`src/hw/rtl/lmts_pkg.sv`:
```
`timescale 1ns / 1ps
// ----------------------------------------------------------------------------
// lmts_pkg
// Shared types and codes for the longest-match substituter.
// ----------------------------------------------------------------------------
package lmts_pkg;

    localparam logic OP_TEXT  = 1'b0;
    localparam logic OP_WRITE = 1'b1;

    // Controller to datapath commands
    typedef struct packed {
        logic load_byte;    // append s_ byte to window
        logic write_rule;   // store rule slot
        logic scan_clear;   // start a new match scan
        logic scan_step;    // evaluate one slot
        logic resolve;      // latch winner, start emitting
        logic emit_step;    // advance emit index (output taken)
        logic finish;       // consume matched bytes from window
    } lmts_cmd_t;

    // Datapath to controller status
    typedef struct packed {
        logic scan_done;    // last slot evaluated
        logic emit_done;    // current output byte is last of position
        logic emit_none;    // position emits no bytes
        logic window_full;
        logic window_empty;
    } lmts_stat_t;

endpackage

```
`src/hw/rtl/lmts_datapath.sv`:
```
`timescale 1ns / 1ps
// ----------------------------------------------------------------------------
// lmts_datapath
// Rule table, lookahead window, slot-serial matcher and emit index.
// ----------------------------------------------------------------------------
module lmts_datapath #(
    parameter int RULE_SLOTS = 16,
    parameter int MAX_PATTERN_BYTES = 8,
    parameter int MAX_REPLACEMENT_BYTES = 8
) (
    input  logic                aclk,
    input  logic                aresetn,
    input  lmts_pkg::lmts_cmd_t cmd,
    output lmts_pkg::lmts_stat_t stat,
    input  logic [7:0]          in_byte,
    input  logic [3:0]          in_slot,
    input  logic [63:0]         in_pattern,
    input  logic [3:0]          in_pattern_len,
    input  logic [63:0]         in_replacement,
    input  logic [3:0]          in_replacement_len,
    output logic [7:0]          out_byte
);
    import lmts_pkg::*;

    localparam int SW = (RULE_SLOTS > 1) ? $clog2(RULE_SLOTS) : 1;
    localparam int WW = $clog2(MAX_PATTERN_BYTES + 1);
    localparam int WI = (MAX_PATTERN_BYTES > 1) ? $clog2(MAX_PATTERN_BYTES) : 1;
    localparam int PB = 8 * MAX_PATTERN_BYTES;
    localparam int RB = 8 * MAX_REPLACEMENT_BYTES;
    localparam int RW = $clog2(MAX_REPLACEMENT_BYTES + 1);
    localparam int EI = (MAX_REPLACEMENT_BYTES > 1) ? $clog2(MAX_REPLACEMENT_BYTES) : 1;

    // Rule table in flops (small, read at one scanned slot index)
    logic [PB-1:0] pat_reg [RULE_SLOTS];
    logic [WW-1:0] plen_reg [RULE_SLOTS];
    logic [RB-1:0] rep_reg [RULE_SLOTS];
    logic [RW-1:0] rlen_reg [RULE_SLOTS];

    logic [7:0]    win_reg [MAX_PATTERN_BYTES];
    logic [WW-1:0] fill_reg, fill_next;
    logic [SW:0]   scan_reg;
    logic [WW-1:0] best_len_reg;
    logic [RB-1:0] best_rep_reg;
    logic [RW-1:0] best_rlen_reg;
    logic [7:0]    head_reg;
    logic          hit_reg;
    logic [RW-1:0] emit_reg;
    logic [WW-1:0] cons;
    logic [SW-1:0] wslot;

    logic [WW-1:0] pl_sat;
    logic [RW-1:0] rl_sat;
    always_comb begin
        pl_sat = (in_pattern_len > 4'(MAX_PATTERN_BYTES)) ? WW'(MAX_PATTERN_BYTES)
                                                         : WW'(in_pattern_len);
        rl_sat = (in_replacement_len > 4'(MAX_REPLACEMENT_BYTES))
               ? RW'(MAX_REPLACEMENT_BYTES) : RW'(in_replacement_len);
    end

    assign wslot = SW'(in_slot);

    // Match of the scanned slot against the window
    logic [SW-1:0] sidx;
    logic          match;
    assign sidx = scan_reg[SW-1:0];
    always_comb begin
        match = (plen_reg[sidx] != '0) && (plen_reg[sidx] <= fill_reg);
        for (int i = 0; i < MAX_PATTERN_BYTES; i++) begin
            if (WW'(i) < plen_reg[sidx] && win_reg[i] != pat_reg[sidx][8*i +: 8])
                match = 1'b0;
        end
    end

    always_comb begin
        cons = hit_reg ? best_len_reg : WW'(1);
        if (cons > fill_reg)
            cons = fill_reg;
        fill_next = fill_reg - cons;
    end

    always_ff @(posedge aclk) begin
        if (!aresetn) begin
            for (int s = 0; s < RULE_SLOTS; s++) begin
                pat_reg[s]  <= '0;
                plen_reg[s] <= '0;
                rep_reg[s]  <= '0;
                rlen_reg[s] <= '0;
            end
            fill_reg <= '0;
            scan_reg <= '0;
            best_len_reg <= '0;
            hit_reg <= 1'b0;
            emit_reg <= '0;
        end else begin
            if (cmd.write_rule && int'(in_slot) < RULE_SLOTS) begin
                pat_reg[wslot]  <= in_pattern[PB-1:0];
                plen_reg[wslot] <= pl_sat;
                rep_reg[wslot]  <= in_replacement[RB-1:0];
                rlen_reg[wslot] <= rl_sat;
            end
            if (cmd.load_byte && fill_reg < WW'(MAX_PATTERN_BYTES)) begin
                win_reg[fill_reg[WI-1:0]] <= in_byte;
                fill_reg <= fill_reg + WW'(1);
            end
            if (cmd.scan_clear) begin
                scan_reg <= '0;
                best_len_reg <= '0;
                hit_reg <= 1'b0;
            end else if (cmd.scan_step) begin
                scan_reg <= scan_reg + (SW+1)'(1);
                if (match && plen_reg[sidx] > best_len_reg) begin
                    best_len_reg  <= plen_reg[sidx];
                    best_rep_reg  <= rep_reg[sidx];
                    best_rlen_reg <= rlen_reg[sidx];
                    hit_reg <= 1'b1;
                end
            end
            if (cmd.resolve) begin
                emit_reg <= '0;
                head_reg <= win_reg[0];
            end
            if (cmd.emit_step)
                emit_reg <= emit_reg + RW'(1);
            if (cmd.finish) begin
                for (int i = 0; i < MAX_PATTERN_BYTES; i++) begin
                    if (i + int'(cons) < MAX_PATTERN_BYTES)
                        win_reg[i] <= win_reg[WI'(i + int'(cons))];
                end
                fill_reg <= fill_next;
            end
        end
    end

    always_comb begin
        out_byte = hit_reg ? best_rep_reg[8*emit_reg[EI-1:0] +: 8] : head_reg;
        stat.scan_done    = (scan_reg == (SW+1)'(RULE_SLOTS - 1));
        stat.emit_none    = hit_reg && (best_rlen_reg == '0);
        stat.emit_done    = !hit_reg || (emit_reg + RW'(1) == best_rlen_reg);
        stat.window_full  = (fill_reg == WW'(MAX_PATTERN_BYTES));
        stat.window_empty = (fill_reg == '0);
    end

endmodule

```
`src/hw/rtl/lmts_ctrl.sv`:
```
`timescale 1ns / 1ps
// ----------------------------------------------------------------------------
// lmts_ctrl
// Sequencer: accept, scan slots, emit bytes, shift window, repeat on flush.
// ----------------------------------------------------------------------------
module lmts_ctrl (
    input  logic                 aclk,
    input  logic                 aresetn,
    input  logic                 s_tvalid,
    output logic                 s_tready,
    input  logic                 op,
    input  logic                 eot,
    output logic                 m_tvalid,
    input  logic                 m_tready,
    output logic                 flush_active,
    output logic                 flush_done,
    output lmts_pkg::lmts_cmd_t  cmd,
    input  lmts_pkg::lmts_stat_t stat
);
    import lmts_pkg::*;

    localparam logic [2:0] ST_IDLE  = 3'd0;
    localparam logic [2:0] ST_CHECK = 3'd1;
    localparam logic [2:0] ST_SCAN  = 3'd2;
    localparam logic [2:0] ST_RES   = 3'd3;
    localparam logic [2:0] ST_EMIT  = 3'd4;
    localparam logic [2:0] ST_FIN   = 3'd5;

    logic [2:0] state_reg, state_next;
    logic       flush_reg, flush_next;
    logic       acc;

    assign s_tready = (state_reg == ST_IDLE);
    assign acc = s_tvalid && s_tready;
    assign m_tvalid = (state_reg == ST_EMIT);
    assign flush_active = flush_reg;

    always_comb begin
        cmd = '0;
        flush_done = 1'b0;
        state_next = state_reg;
        flush_next = flush_reg;
        case (state_reg)
            ST_IDLE: begin
                if (acc) begin
                    if (op == OP_WRITE) begin
                        cmd.write_rule = 1'b1;
                    end else begin
                        cmd.load_byte = 1'b1;
                        flush_next = eot;
                        state_next = ST_CHECK;
                    end
                end
            end
            ST_CHECK: begin
                cmd.scan_clear = 1'b1;
                if (stat.window_empty || (!flush_reg && !stat.window_full)) begin
                    // flush ends once the window has drained
                    flush_done = flush_reg && stat.window_empty;
                    flush_next = 1'b0;
                    state_next = ST_IDLE;
                end else begin
                    state_next = ST_SCAN;
                end
            end
            ST_SCAN: begin
                cmd.scan_step = 1'b1;
                if (stat.scan_done)
                    state_next = ST_RES;
            end
            ST_RES: begin
                cmd.resolve = 1'b1;
                state_next = stat.emit_none ? ST_FIN : ST_EMIT;
            end
            ST_EMIT: begin
                if (m_tready) begin
                    cmd.emit_step = 1'b1;
                    if (stat.emit_done)
                        state_next = ST_FIN;
                end
            end
            ST_FIN: begin
                cmd.finish = 1'b1;
                state_next = ST_CHECK;
            end
            default: state_next = ST_IDLE;
        endcase
    end

    always_ff @(posedge aclk) begin
        if (!aresetn) begin
            state_reg <= ST_IDLE;
            flush_reg <= 1'b0;
        end else begin
            state_reg <= state_next;
            flush_reg <= flush_next;
        end
    end

endmodule

```
`src/hw/rtl/longest_match_text_substituter_core.sv`:
```
`timescale 1ns / 1ps
// ----------------------------------------------------------------------------
// longest_match_text_substituter_core
// Longest-match multi-pattern text substitution over a byte stream.
// ----------------------------------------------------------------------------
// Use: s_ transfers carry either a rule write (s_tuser = 1) or a text byte
// (s_tuser = 0, s_tlast = end of text). m_ transfers carry rewritten bytes;
// m_tlast marks the final byte of a text.
// Each resolved position scans the rule table one slot per cycle,
// then emits 0..MAX_REPLACEMENT_BYTES bytes, one per cycle the receiver
// takes. A text byte that only fills the window returns to idle without a
// scan; one that resolves is scanned and emitted before the next is accepted.
// A flush repeats scan and emit per pending position. A rule write leaves
// the sequencer idle.
// Output bytes are staged in a one-entry output register behind the
// sequencer. During a flush the staged byte is held until the next byte
// of the flush is ready or the flush ends, which sets m_tlast.
// A stall on m_tready stalls the sequencer; no data is lost.
// Reset clears all rule slots (disabled) and empties the window.
// ----------------------------------------------------------------------------
module longest_match_text_substituter_core #(
    parameter int RULE_SLOTS = 16,
    parameter int MAX_PATTERN_BYTES = 8,
    parameter int MAX_REPLACEMENT_BYTES = 8
) (
    input  logic         aclk,
    input  logic         aresetn,
    input  logic         s_tvalid,
    output logic         s_tready,
    // tdata: text_byte[7:0], rule_slot[11:8], pattern_bits[75:12],
    // pattern_length[79:76], replacement_bits[143:80], replacement_length[147:144]
    input  logic [151:0] s_tdata,
    input  logic         s_tuser,   // operation
    input  logic         s_tlast,   // end_of_text
    output logic         m_tvalid,
    input  logic         m_tready,
    output logic [7:0]   m_tdata,   // out_byte
    output logic         m_tlast    // out_last
);
    import lmts_pkg::*;

    lmts_cmd_t  cmd;
    lmts_stat_t stat;
    logic       core_valid, core_ready, core_flush, flush_done;
    logic [7:0] core_byte;

    lmts_datapath #(
        .RULE_SLOTS(RULE_SLOTS),
        .MAX_PATTERN_BYTES(MAX_PATTERN_BYTES),
        .MAX_REPLACEMENT_BYTES(MAX_REPLACEMENT_BYTES)
    ) u_dp (
        .aclk(aclk), .aresetn(aresetn), .cmd(cmd), .stat(stat),
        .in_byte(s_tdata[7:0]), .in_slot(s_tdata[11:8]),
        .in_pattern(s_tdata[75:12]), .in_pattern_len(s_tdata[79:76]),
        .in_replacement(s_tdata[143:80]), .in_replacement_len(s_tdata[147:144]),
        .out_byte(core_byte)
    );

    lmts_ctrl u_ctrl (
        .aclk(aclk), .aresetn(aresetn),
        .s_tvalid(s_tvalid), .s_tready(s_tready),
        .op(s_tuser), .eot(s_tlast),
        .m_tvalid(core_valid), .m_tready(core_ready),
        .flush_active(core_flush), .flush_done(flush_done),
        .cmd(cmd), .stat(stat)
    );

    // Output register. A byte taken during a flush waits: if another byte of
    // the flush follows it goes out plain, if the flush ends it carries tlast.
    // Bytes outside a flush go out at once.
    logic       hold_valid_reg, hold_valid_next;
    logic [7:0] hold_byte_reg, hold_byte_next;
    logic       hold_wait_reg, hold_wait_next;
    logic       hold_last_reg, hold_last_next;

    // core_valid stays up until its byte is taken, so tvalid cannot drop
    assign m_tvalid = hold_valid_reg && (!hold_wait_reg || core_valid);
    assign m_tdata  = hold_byte_reg;
    assign m_tlast  = m_tvalid && hold_last_reg;
    // accept a core byte when the register is empty or being drained
    assign core_ready = !hold_valid_reg || (m_tvalid && m_tready);

    always_comb begin
        hold_valid_next = hold_valid_reg;
        hold_byte_next  = hold_byte_reg;
        hold_wait_next  = hold_wait_reg;
        hold_last_next  = hold_last_reg;
        if (m_tvalid && m_tready) begin
            hold_valid_next = 1'b0;
            hold_last_next  = 1'b0;
        end
        if (core_valid && core_ready) begin
            hold_valid_next = 1'b1;
            hold_byte_next  = core_byte;
            hold_wait_next  = core_flush;
            hold_last_next  = 1'b0;
        end
        // empty flush tail: a waiting byte becomes the last one
        if (flush_done && hold_valid_reg && hold_wait_reg) begin
            hold_wait_next = 1'b0;
            hold_last_next = 1'b1;
        end
    end

    always_ff @(posedge aclk) begin
        if (!aresetn) begin
            hold_valid_reg <= 1'b0;
            hold_wait_reg  <= 1'b0;
            hold_last_reg  <= 1'b0;
        end else begin
            hold_valid_reg <= hold_valid_next;
            hold_byte_reg  <= hold_byte_next;
            hold_wait_reg  <= hold_wait_next;
            hold_last_reg  <= hold_last_next;
        end
    end

endmodule

```
`config.mk`:
```
export PLATFORM = sky130hd
export DESIGN_NAME = longest_match_text_substituter_core
export DESIGN_NICKNAME = d
export VERILOG_FILES = /design/src/hw/rtl/lmts_pkg.sv /design/src/hw/rtl/lmts_datapath.sv /design/src/hw/rtl/lmts_ctrl.sv /design/src/hw/rtl/longest_match_text_substituter_core.sv
export SDC_FILE = /design/constraint.sdc
export NUM_CORES = 2
export LEC_CHECK = 0
export BUFFER_PORTS_ARGS = -buffer_cell sky130_fd_sc_hd__buf_2
export CAP_MARGIN = 10
export CORE_MARGIN = 2
export CORE_UTILIZATION = 29
export DETAILED_ROUTE_END_ITERATION = 10
export PLACE_DENSITY = 0.49
export SLEW_MARGIN = 15
export SYNTH_ARGS = -nofsm -noshare
export SYNTH_HDL_FRONTEND = slang
export SYNTH_HIERARCHICAL = 1
export SYNTH_SLANG_ARGS = --single-unit
```
`constraint.sdc`:
```
create_clock -name aclk -period 11.9 [get_ports aclk]
set_clock_uncertainty 0.05 [all_clocks]
set_input_delay 2.38 -clock aclk [delete_from_list [all_inputs] [get_ports aclk]]
set_output_delay 2.38 -clock aclk [all_outputs]
set_load 0.01 [all_outputs]
```
### Yosys cells after proc, flatten, opt, wreduce, memory -nomap -nowiden

Memories as Yosys holds them, arrays and structs flattened. A register that Yosys moved wholly into a read port is not among the register bits.
Cells that the tools add are included.

| cells by class | value |
|---|---|
| add/subtract/negate cells | 11 |
| order comparisons | 22 |
| equality and inequality tests | 22 |
| shifts and indexed selects | 1 |
| multiplexer cells | 103 |
| bitwise operators | 2 |
| reduce and logical (&&, ||, !) cells | 52 |

Operators with widths:

| cell | count |
|---|---|
| 32-bit by 5-bit less-than comparator with 1-bit output, second input constant | 7 |
| 64-bit 2-to-1 mux | 2 |
| 64-bit OR reduction | 2 |
| 4-bit 2-to-1 mux | 18 |
| 1-bit 2-to-1 mux | 70 |
| 8-bit != test | 8 |
| 64-bit by 7-bit variable part select with 8-bit output | 1 |
| 1-bit logical AND | 21 |
| 3-bit by 4-bit adder with 5-bit output, first input constant | 4 |
| 3-bit 2-to-1 mux | 6 |
| 3-bit case mux with 6 select lines | 1 |
| 3-bit by 4-bit less-than comparator with 1-bit output, first input constant | 4 |
| 8-bit 2-to-1 mux | 2 |
| 2-bit by 4-bit adder with 5-bit output, first input constant | 2 |
| 4-bit by 1-bit adder with 4-bit output, second input constant | 2 |
| 4-bit > comparator | 2 |
| 4-bit > comparator, second input constant | 2 |
| 4-bit logical NOT | 2 |
| 1-bit by 4-bit less-than comparator with 1-bit output, first input constant | 2 |
| 2-bit by 4-bit less-than comparator with 1-bit output, first input constant | 2 |
| 4-bit less-than comparator, second input constant | 2 |
| 2-bit != test, second input constant | 4 |
| 4-bit AND reduction | 2 |
| 2-bit nonzero test | 4 |
| other kinds (24) | 41 |

| word-level totals | value |
|---|---|
| register bits after elaboration | 41 |
| memory bits (writable) | 2240 |
| input bits | 158 |
| output and inout bits | 11 |
| word-level logic and storage cells | 230 |
| memories kept | 5 |

Memory list:

| memory | depth | bits a word | read ports | clocked after Yosys merged registers in | write ports | RTL line | text |
|---|---|---|---|---|---|---|---|
| u_dp.pat_reg | 16 | 64 | 1 | 1 | 16 | lmts_datapath.sv:34 | `logic [PB-1:0] pat_reg [RULE_SLOTS];` |
| u_dp.rep_reg | 16 | 64 | 1 | 1 | 16 | lmts_datapath.sv:36 | `logic [RB-1:0] rep_reg [RULE_SLOTS];` |
| u_dp.plen_reg | 16 | 4 | 1 | 1 | 16 | lmts_datapath.sv:35 | `logic [WW-1:0] plen_reg [RULE_SLOTS];` |
| u_dp.rlen_reg | 16 | 4 | 1 | 1 | 16 | lmts_datapath.sv:37 | `logic [RW-1:0] rlen_reg [RULE_SLOTS];` |
| u_dp.win_reg | 8 | 8 | 16 | 0 | 8 | lmts_datapath.sv:39 | `logic [7:0] win_reg [MAX_PATTERN_BYTES];` |

### Depth between registers and ports, before layout

An unclocked memory read counts as a cell.

| logic depth | value |
|---|---|
| word-level depth | 13 |
| mapped depth | 17 |
| mapped depth without buffers | 16 |

### By module

Netlist, hierarchy kept.

By module, submodules not included:

| module | times used | cells an instance | area an instance (sq um) |
|---|---|---|---|
| lmts_datapath | 1 | 6893 | 108397.7 |
| longest_match_text_substituter_core | 1 | 33 | 422.9 |
| lmts_ctrl | 1 | 37 | 304.0 |

### Worst setup path before layout

Ideal clock, no wire load.

| timing path | value |
|---|---|
| kind | input port to flip-flop |
| from | in aresetn |
| to | mem u_dp/pat_reg[3][0] in the netlist's numbering (enable) |
| library setup time | 500 ps |
| arrival | 6529 ps |
| data required time | 11350 ps |
| slack | 4820 ps |
| cell stages on the path | 6 |
| buffers on the path | 2 |
| cell sequence | clkbuf_1 > nand2_1 > nor3_1 > clkbuf_1 > nand3_1 > nand2_1 |

RTL lines:

| element | RTL line | text |
|---|---|---|
| start: declaration | longest_match_text_substituter_core.sv:27 | `input logic aresetn,` |
| end: declaration | lmts_datapath.sv:34 |  |

==> key figures <==
Yosys
  • Synth Instances: between 6000 and 7000
  • Synth area leader: edfxtp_1
  • Register area share after synthesis: roughly 64%
  • Most used DFF post-synth: edfxtp_1
  • Syn nets: about 7000
  • Syn Area/Cell: around 16 um2
  • Synthesis Warnings: 6
  • Largest cells by area after synthesis: edfxtp_1, mux4_2, and3_1, and2_1, clkbuf_1
  • Asr flop ratio synth: 0%
  • Synth top area share: between 60 and 70%
  • Yosys cell types: 70
  • Number of flops mapped to enable cells by yosys: between 2000 and 2500
  • Synth Register Bits: between 2000 and 2500
  • Mapped cell area: 0.1091 mm2

Setup path
  • Max incr delay on CP: 980 ps
  • Critical Path AT: 7760 ps
  • Crit path max fanout: about 70
  • Delay-heaviest family, CP: compound AO/OA/AOI/OAI gates
  • CP Launch Type: register
  • Crit path max-delay cell type: dfxtp_4
  • Worst-path cell chain: buf_12 > buf_4 > mux4_2 > and2_1 > a211oi_1 > a21oi_1 > xor2_1 > nor4_1 > a41oi_1 > a211oi_1 > and2_4 > buf_4
  • CP Capture Type: register
  • Worst setup path category: register to register
  • Worst path bufs/invs: 3
  • Worst EP required: approximately 12000 ps

Floorplanning
  • Initial Util: ~29%
  • Die Area: 0.3812 mm2
  • Placeable Area: 0.3750 mm2
  • Die span in x: slightly above 600 um
  • I/O pins: about 170
  • Floorplan row count: 225
  • Die height: just over 600 um

GRT
  • Largest net degree at the start of global routing: 229
  • Initial antenna violation count: 105
  • Global-route wire length before repair: slightly below 500000 um
  • All-Layer GR Usage: 18.05%
  • Overflow after GRT: 0
  • Vias in the first global route: between 60000 and 70000

Layout
  • Most frequent cells in the layout: edfxtp_1, and3_1, mux4_2
  • Share of post-route cells with drive strength above 1: 20.50%
  • Most common cell after layout, fill and taps aside: edfxtp_1
  • Fillcell total: ~36000
  • Layout area overhead: 12.12%
  • Final Net Count: roughly 6900

Power
  • Leakage: about 47 nW
  • Power density relative to cell area: about 150 mW/mm2
  • VDD IR-drop max: around 0.00012 V

Timing
  • Setup ws final: approximately 4600 ps
  • Setup TNS Final: 0 ps
  • Normalized max-slew margin: under 10%
  • Final hold vios: 0
  • Final setup viols: 0
  • Final Critical Period: around 7300 ps
  • Fmax: 0.1379 GHz
  • RSZ-0062 raised after global routing: false
  • Final Max Tran Viols: 0
  • Worst-margin pin slew: ~1400 ps
  • Period utilisation layout: between 60 and 70%

Placement
  • Setup WS pre-CTS: roughly 4100 ps
  • Placer Congestion: roughly 0.8
  • Dpl hpwl: 183400 um
  • Port-buffer cells: about 160

CTS
  • H-Tree Depth: 4
  • CTS sink count: 2353
  • Clk slew on worst S/H paths: 60 ps
  • Clock tree buffer depth: 4
  • Hold-fix buffers, CTS: 0
  • Worst-Skew Late Latency: just over 900 ps
  • CTS root buf: clkbuf_16
  • CTS tree: yes
  • Post-CTS Setup Inserts: 0
  • Number of CTS-inserted buffers: 244
  • Post_cts resized: 0

Outcome
  • Status: complete, no violations

Drt
  • DR vias: between 60000 and 70000
  • Post-route ant nets: 0
  • Routed wire length per instance: a little under 30 um
  • # DRC: 0
  • Total iterations of the first detailed-routing run: 6
  • Post-Route WL: roughly 350000 um
  • Vias per inst: ~5.3
  • DRT iter0 DRCs: ~6200

Hold path
  • Worst Hold Class: register to register

Flow run
  • Max Cap Viol: 0
## worst paths after layout
kind | slack [ps] | startpoint | endpoint | cells after the start
max reg2reg | 4650 | register | u_dp/best_rep_reg[50] | 12
max | 4650 | register | u_dp/best_rep_reg[50] | 12
min reg2reg | 440 | u_dp/best_len_reg[3] | u_dp/best_len_reg[3] | 2
min | 440 | u_dp/best_len_reg[3] | u_dp/best_len_reg[3] | 2
## worst min-delay path: stages, from the launching register on
cell     delay [ps]
dfxtp_1         330
nand2_1          60
mux2i_1          50
## routing by layer
layer	GRT usage [%]	up-vias	routed length (um)
met1	24.25	33830	148400
met4	4.886	42	9652
met3	2.497	569	19050
li1	-	26550	-
met5	0	-	287
met2	30.53	2092	172500
## through the flow
step / util, % / hold slack, ps / power, mW / area (um2) / std cells
6_report: 32.63 / 435.3 / 18.02 / 122300 / 11940
5_1_grt: 32.62 / 462.7 / 18.57 / 122300 / 11930
4_1_cts: 32.61 / 435.3 / 18.19 / 122300 / 11920
3_5_place_dp: 30.57 / 426.6 / 10.63 / 114600 / 11480
3_3_place_gp: 30.57 / 413.1 / 10.60 / 114600 / 11480
2_1_floorplan: - / 393.2 / 10.19 / 109100 / 6963
## power by group
| group | switching, mW | internal (mW) |
|---|---|---|
| clock network | 3.30 | 4.29 |
| logic | 0.714 | 0.290 |
| registers | 0.0736 | 9.36 |
| total | 4.08 | 13.9 |
## logic make-up after synthesis
group                      synth area share (%)
DFF                                       64.48
adders and majority gates                0.3050
buffers and inverters                     2.971
and+or+nand+nor                           13.89
xor gates and xnor gates                  1.187
muxes                                     16.28
AOI/OAI and AO/OA                        0.8909
## area by class of cell
| cell class | instances | area, um2 | share of cell area (%) |
|---|---|---|---|
| timing repair buffer | 303 | 2140 | 1.749 |
| tap | 4994 | 6248 | 5.107 |
| sequential | 2353 | 70400 | 57.54 |
| multi-input combinational | 3805 | 35780 | 29.24 |
| inverter | 20 | 75.07 | 0.06136 |
| clock inverter | 143 | 1269 | 1.037 |
| antenna | 27 | 67.56 | 0.05522 |
| clock buffer | 298 | 6372 | 5.208 |
## cells in the mapped netlist, drive strengths merged, types with 23 or more instances
cell / n
a21oi: 49
and2: 531
and3: 1565
buf: 122
clkbuf: 663
dfxtp: 29
edfxtp: 2324
ha: 25
mux2: 66
mux2i: 186
mux4: 673
nand2: 184
nand3: 23
nor2: 150
o21ai: 37
xnor2: 83
xor2: 64
(Power assumes the default switching activity.)
